### src/rtl/mtlg_penalty.sv
`default_nettype none
module mtlg_penalty (
    input  logic               i_clk,
    input  logic               i_rst_n,
    input  logic               i_start,
    input  logic [15:0]        i_pos_x,
    input  logic [15:0]        i_pos_y,
    input  logic [15:0]        i_score,
    input  logic [15:0]        i_center_x,
    input  logic [15:0]        i_center_y,
    input  logic [23:0]        i_inv_diag,
    output logic               o_done,
    output logic signed [31:0] o_penalty
);

    localparam logic [3:0] P_IDLE = 4'd0;
    localparam logic [3:0] P_DX   = 4'd1;
    localparam logic [3:0] P_DY   = 4'd2;
    localparam logic [3:0] P_SQ   = 4'd3;
    localparam logic [3:0] P_RND  = 4'd4;
    localparam logic [3:0] P_WM   = 4'd5;
    localparam logic [3:0] P_WA   = 4'd6;
    localparam logic [3:0] P_M1   = 4'd7;
    localparam logic [3:0] P_M2   = 4'd8;
    localparam logic [3:0] P_FIN  = 4'd9;

    logic [3:0]         r_state;
    logic signed [16:0] r_dx;
    logic signed [16:0] r_dy;
    logic [16:0]        r_sc;
    logic [33:0]        r_sq;
    logic [33:0]        r_root;
    logic [33:0]        r_bit;
    logic [40:0]        r_dw;
    logic               r_neg;
    logic [41:0]        r_wabs;
    logic [40:0]        r_p1;
    logic [34:0]        r_p2;
    logic               r_done;
    logic signed [31:0] r_pen;

    logic signed [33:0] w_dx_sq;
    logic signed [33:0] w_dy_sq;
    logic [33:0]        w_trial;
    logic signed [42:0] w_w;
    logic signed [42:0] w_w_neg;
    logic [41:0]        w_rnd;
    logic [35:0]        w_mag;
    logic [30:0]        w_mag_sat;

    // Full-width squares of the offsets
    assign w_dx_sq = r_dx * r_dx;
    assign w_dy_sq = r_dy * r_dy;

    // Square root trial, signed weight and rounded magnitude
    assign w_trial   = r_root + r_bit;
    assign w_w       = 43'sh200_0000 - $signed({2'b00, r_dw});
    assign w_w_neg   = -w_w;
    assign w_rnd     = {1'b0, r_p1} + 42'h80_0000;
    assign w_mag     = {1'b0, r_p2} + {18'b0, w_rnd[41:24]};
    assign w_mag_sat = (|w_mag[35:31]) ? 31'h7FFF_FFFF : w_mag[30:0];

    always_ff @(posedge i_clk) begin
        if (!i_rst_n) begin
            r_state <= P_IDLE;
            r_done  <= 1'b0;
        end else begin
            r_done <= (r_state == P_FIN);
            unique case (r_state)
                P_IDLE: begin
                    if (i_start) begin
                        r_dx    <= $signed({1'b0, i_center_x}) - $signed({1'b0, i_pos_x});
                        r_dy    <= $signed({1'b0, i_center_y}) - $signed({1'b0, i_pos_y});
                        r_sc    <= 17'h1_0000 - {1'b0, i_score};
                        r_state <= P_DX;
                    end
                end
                P_DX: begin
                    r_sq    <= $unsigned(w_dx_sq);
                    r_state <= P_DY;
                end
                P_DY: begin
                    r_sq    <= r_sq + $unsigned(w_dy_sq);
                    r_root  <= '0;
                    r_bit   <= 34'h1_0000_0000;
                    r_state <= P_SQ;
                end
                // One root digit per cycle
                P_SQ: begin
                    if (r_bit == '0) begin
                        r_state <= P_RND;
                    end else begin
                        if (r_sq >= w_trial) begin
                            r_sq   <= r_sq - w_trial;
                            r_root <= (r_root >> 1) + r_bit;
                        end else begin
                            r_root <= r_root >> 1;
                        end
                        r_bit <= r_bit >> 2;
                    end
                end
                P_RND: begin
                    if (r_sq > r_root) begin
                        r_root <= r_root + 34'd1;
                    end
                    r_state <= P_WM;
                end
                P_WM: begin
                    r_dw    <= {24'b0, r_root[16:0]} * {17'b0, i_inv_diag};
                    r_state <= P_WA;
                end
                P_WA: begin
                    r_neg   <= w_w[42];
                    r_wabs  <= w_w[42] ? w_w_neg[41:0] : w_w[41:0];
                    r_state <= P_M1;
                end
                P_M1: begin
                    r_p1    <= {17'b0, r_wabs[23:0]} * {24'b0, r_sc};
                    r_state <= P_M2;
                end
                P_M2: begin
                    r_p2    <= {17'b0, r_wabs[41:24]} * {18'b0, r_sc};
                    r_state <= P_FIN;
                end
                P_FIN: begin
                    r_pen   <= r_neg ? -$signed({1'b0, w_mag_sat}) : $signed({1'b0, w_mag_sat});
                    r_state <= P_IDLE;
                end
                default: begin
                    r_state <= P_IDLE;
                end
            endcase
        end
    end

    assign o_done    = r_done;
    assign o_penalty = r_pen;

endmodule
`default_nettype wire

### config.mk
export PLATFORM = sky130hd
export DESIGN_NAME = mtlg_penalty
export DESIGN_NICKNAME = d
export VERILOG_FILES = /design/src/rtl/mtlg_penalty.sv
export SDC_FILE = /design/constraint.sdc
export NUM_CORES = 2
export LEC_CHECK = 0
export ABC_CLOCK_PERIOD_IN_PS = 8800
export BUFFER_PORTS_ARGS = -buffer_cell sky130_fd_sc_hd__clkbuf_2
export CORE_MARGIN = 2
export CORE_UTILIZATION = 40
export DETAILED_ROUTE_END_ITERATION = 7
export GPL_TIMING_DRIVEN = 0
export PLACE_DENSITY = 0.58
export SYNTH_ARGS = -nofsm -noshare
export SYNTH_HDL_FRONTEND = slang
export SYNTH_SLANG_ARGS = --single-unit
### constraint.sdc
create_clock -name i_clk -period 8.8 [get_ports i_clk]
set_clock_uncertainty 0.05 [all_clocks]
set_input_delay 0.88 -clock i_clk [delete_from_list [all_inputs] [get_ports i_clk]]
set_output_delay 0.88 -clock i_clk [all_outputs]
set_load 0.1 [all_outputs]
; Word level (Yosys, flattened, before mapping)
; Index checks and enable logic that the tools add are counted.
[totals]
reg_bits = 350
latch_bits = 0
ramBits = 0
rom_bits = 0
input_bits = 107
output_inout_bits = 33
wordCells = 80
memories = 0
[op_classes]
addsub = 13
mul = 5
n_div = 0
order_cmp = 2
n_eq_ne = 14
shifts = 0
n_mux = 15
bitwise = 0
reduce_logical = 16
[op_table]
columns = cell, count
row1 = 2-to-1 mux 34 bit, 6
row2 = case mux 34 bit (3 select lines), 2
row3 = adder 34 bit, 2
row4 = multiplier 17 x 17 -> 34 bit, 2
row5 = case mux 34 bit (2 select lines), 1
row6 = 2-to-1 mux 31 bit, 2
row7 = adder 41 x 24 -> 42 bit (second input constant), 1
row8 = 2-to-1 mux 42 bit, 1
row9 = negation 42 bit, 1
row10 = subtractor 26 x 41 -> 42 bit (first input constant), 1
row11 = multiplier 17 x 24 -> 41 bit, 1
row12 = multiplier 24 x 17 -> 41 bit, 1
row13 = adder 35 x 18 -> 36 bit, 1
row14 = case mux 4 bit (9 select lines), 1
row15 = multiplier 18 x 17 -> 35 bit, 1
row16 = adder 33 x 34 -> 34 bit, 1
row17 = adder 34 x 1 -> 34 bit (second input constant), 1
row18 = greater-or-equal comparator 34 bit, 1
row19 = > comparator 34 bit, 1
row20 = zero test 34 bit, 1
row21 = subtractor 16 x 16 -> 17 bit, 2
row22 = subtractor 34 bit, 1
row23 = negation 31 -> 32 bit, 1
row24 = subtractor 17 x 16 -> 17 bit (first input constant), 1
row25 = other kinds (13), 31

; Depth between registers and ports, before layout
[logic_depth]
depth_word = 6
mapped_depth = 27
ltp_nobuf = 25

; Worst setup path after synthesis
; Ideal clock, no wire load.
[synth_timing]
path_kind = input -> register
startpoint = in i_inv_diag[9]
endpoint = reg r_dw[37] (data pin)
setup_ns = 0.264
t_arrival_ns = 6.876
required_time_ns = 8.486
slack_ns = 1.611
path_stages = 23
n_path_buf = 2
cell_sequence = clkbuf_1 -> clkbuf_1 -> nand2_1 -> fa_1 -> inv_1 -> fa_1 -> inv_1 -> fa_1 -> fa_1 -> inv_1 -> fa_1 -> fa_1 -> ha_1 -> nand2_1 -> nor2_1 -> a211o_1 -> and3_1 -> o41ai_1 -> a31oi_1 -> a31oi_1 -> o211ai_1 -> a221oi_1 -> xnor2_1
[synth_via]
elab_chain_len = 1
[synth_lines]
columns = item, line
row1 = from (decl), 11  ; input logic [23:0] i_inv_diag,
row2 = multiplier 17 x 24 -> 41 bit, 109  ; r_dw <= {24'b0, r_root[16:0]} * {17'b0, i_inv_diag};
row3 = to (signal assigned), 109
row4 = to (decl), 34  ; logic [40:0] r_dw;
; No other way between the ends.
; A chain may end at the register's enable or synchronous reset.

; Worst setup path after layout
[layout_timing]
startpoint = reg r_sc[3]
endpoint = reg r_p1[40] (data pin)
[layout_via]
elab_chain_len = 1
[layout_lines]
columns = item, line
row1 = from (decl), 30  ; logic [16:0] r_sc;
row2 = from (signal assigned), 74  ; r_sc <= 17'h1_0000 - {1'b0, i_score};
row3 = multiplier 24 x 17 -> 41 bit, 118  ; r_p1 <= {17'b0, r_wabs[23:0]} * {24'b0, r_sc};
row4 = to (signal assigned), 118
row5 = to (decl), 37  ; logic [40:0] r_p1;
; No other way between the ends.

==> results.cfg <==
[outcome]
status = complete, no violations

[setup_path]
cp.required_ns = 9.12
worstSetupStartpointType = flop
cp_common_cell = fa_1
worstReg2RegStart = r_sc[3]
cp_cell_sequence = clkbuf_1 > nand2_1 > fa_1 > inv_1 > fa_1 > fa_1 > fa_1 > fa_1 > inv_1 > fa_1 > inv_1 > ha_1 > a222oi_1 > nand2_1 > or3_1 > o2111ai_1 > nand2_1 > a32oi_1 > o21ai_0 > o41ai_1 > xnor2_1
slowest_delay_ns = 0.85
reg2reg_depth = 21
crit_path_top_delay_cell = clkbuf_1
path_max_fanout = 10
crit_arrival_ns = 8.66
criticalPathCategory = reg2reg
critPathCapture = r_p1[40]
startpoint = r_sc[3]
rrSetupSlack_ns = 0.47
setup.worst_path.end_class = flop
r2r_end = r_p1[40]

[global_route]
overflow = 0
grt_use_total_pct = 23.6
grt_pass1_vias = 63200
antenna_found_initial = 13
grt_max_degree = 52
grt_pass1_wl_um = 363000

[cts]
cts_root_buffer = clkbuf_16
cts_setup_buffers = 0
cts_inserted_buffers = 44
max-clock-path-buffers = 3
clock_sinks = 310
cts_tree = built
clk_latency_ns = 0.65
clk_pin_slew_ns = 0.06
h-tree-depth = 2

[synthesis]
yosys_register_bits = 310
synth.distinct_cells = 113
netlist_area_mm2 = 0.0785
synth_top_area_cell = fa_1
syn_nets = 11000
syn_inst = 8706
synth_edf_count = 305
netlist_top_cells_area = fa_1 (38%), edfxtp_1 (12%), ha_1 (11%)
ys.flop_type = edfxtp_1
post-synth-top-area-fraction_pct = 37.7
ys_warn_count = 0
avgSynthCellArea_um2 = 9.02
seq_area_frac_synth_pct = 11.8
synth-async-reset-ratio_pct = 0

[final_layout]
multi_input_area_mm2 = 0.0603
drive_above_1_share_pct = 3.70
fillers = 19400
ff_latch_area_mm2 = 0.00926
nNetsFinal = 11200
area.growth.synth_to_final_pct = 7.29

[sta]
final-setup-viol-count = 0
min_period_ns = 8.33
tightest_slew_ns = 1.30
max_clock_freq_mhz = 120
rsz0062_at_grt = yes
fin_crit_sh_pct = 94.7
drv_slew = 0
hold_viol = 0
slew_headroom_pct = 12.7
hold_ws_ns = 0.457

[route]
drc = 0
num_vias = 59900
dr.pass1.iters = 6
vias_per_cell = 5.18
antenna_left = 0
routedWlPerCell_um = 19.9
drtIter0Drc = 4407
drt_wl_total_um = 230000

[min_path]
hp-class = in2reg

[placement]
io_buffers = 126
dp_hpwl_um = 194000
gp_congestion = 0.958

[floorplan]
core.rowCount = 162
die_h_um = 447
ios = 140
start_util_pct = 40.3
dieArea_mm2 = 0.200
die_width_um = 447
core_mm2 = 0.195

[run]
maxCapViolCount = 0
[worst min-delay path by stage]
stage / cells past startpoint / slack [ns] / from / to
floorplan: 0 / 0.50 / r_dw[0] / r_wabs[0]
global placement: 0 / 0.56 / r_dw[0] / r_wabs[0]
CTS: 1 / 0.40 / i_score[0] / r_sc[0]
global route: 1 / 0.43 / i_score[0] / r_sc[0]
detailed placement: 0 / 0.56 / r_dw[0] / r_wabs[0]
finish: 1 / 0.46 / i_score[0] / r_sc[0]
[synthesized netlist by cell type, drive strengths merged (13+ instances only)]
cell,n
and2,444
a21boi,16
nor4,38
o21ai,199
o31ai,18
o211ai,35
nor2b,48
a22oi,21
nand2,1184
edfxtp,305
o22ai,29
or4,13
o21a,23
clkbuf,295
nand2b,44
a31o,16
a21o,98
a21oi,236
fa,1480
nand3,94
o21bai,36
a31oi,55
nand4,44
and3,47
nor3,86
or3,24
ha,700
nor2,295
nor3b,13
buf,34
o221ai,13
inv,2048
mux2i,19
xor2,110
xnor2,336
a211oi,33
or2,15
[sequential cells by signal, summed over array words and instances, names as in the netlist, 18 cells and up]
| name | count |
|---|---|
| r_dw | 41 |
| r_p1 | 18 |
| r_sq | 34 |
| r_p2 | 35 |
| r_wabs | 42 |
| o_penalty | 32 |
| r_root | 34 |
[area by class of cell]
cell class              instances  share of cell area (%)
multi-input cells            6016                    71.6
flip-flops and latches        310                    11.0
inverters                    2051                    9.14
well taps                    2624                    3.90
plain buffers                 329                    1.51
clock buffers                  48                    1.38
repair buffers                142                    1.01
clock inverters                33                   0.426
diodes                          6                  0.0178
[layout by cell type, fill, tap and decap left out, types with 43 or more instances in the layout]
cell       netlist  layout
clkbuf_1       295     295
o21ai_0        189     189
edfxtp_1       305     305
and2_1         442     442
a31oi_1         53      53
and3_1          46      45
a21oi_1        233     233
nand2_1       1182    1182
clkbuf_2         0     129
clkbuf_16        0      46
xor2_1         109     109
nor2b_1         47      46
nand2b_1        43      43
nand3_1         94      94
fa_1          1480    1480
nor2_1         293     290
inv_1         2047    2047
a21o_1          98      98
nor3_1          84      83
xnor2_1        336     336
ha_1           700     700
[metal layers]
layer / part of all wire (%) / global-route usage [%]
met1: 43 / 31.5
met2: 47 / 39.1
met3: 6.7 / 3.69
met4: 3.6 / 7.59
met5: 0.025 / 0
[timing repair]
action                                  CTS  global route
hold buffers                              0             0
gates resized for setup                   0             6
endpoints found under the setup margin    0             5
hold endpoints to repair                  0             0
[through the flow]
step | instances | TNS [ns] | utilization [%] | worst slack, ns | instance area, µm²
global placement | 11500 | -27.56 | 42.3 | -0.813 | 82400
global route | 11600 | -0.00376 | 43.2 | -0.00376 | 84200
CTS | 11600 | 0 | 43.2 | 0.353 | 84200
detailed placement | 11500 | 0 | 42.4 | 0.162 | 82700
finish | 11600 | 0 | 43.2 | 0.466 | 84200
floorplan | 8706 | 0 | - | 1.61 | 78500
[worst max-delay path: cells and delay by family (launching register included)]
kind | cells | cell delay [ns]
adder cells (fa/ha/maj) | 7 | 3.45
AO/OA/AOI/OAI | 5 | 1.98
buffers and inverters | 4 | 0.99
AND/OR/NAND/NOR | 4 | 0.87
flip-flops | 1 | 0.62
XOR/XNOR | 1 | 0.11
[cells by family (layout without fill, tap and decap cells)]
family	after synthesis	count (layout)	share of synthesized area [%]
fa+ha+maj	2180	2180	48.9
xor+xnor	446	446	4.98
compound gates	935	935	7.83
mux	22	22	0.285
other cells	1	7	0.00478
buf+inv	2380	2603	11.4
simple gates	2432	2432	14.8
flops	310	310	11.8
Power is left out: the tool's default activity adds up to more than one toggle a clock period on the data nets, which glitch-free logic cannot reach.
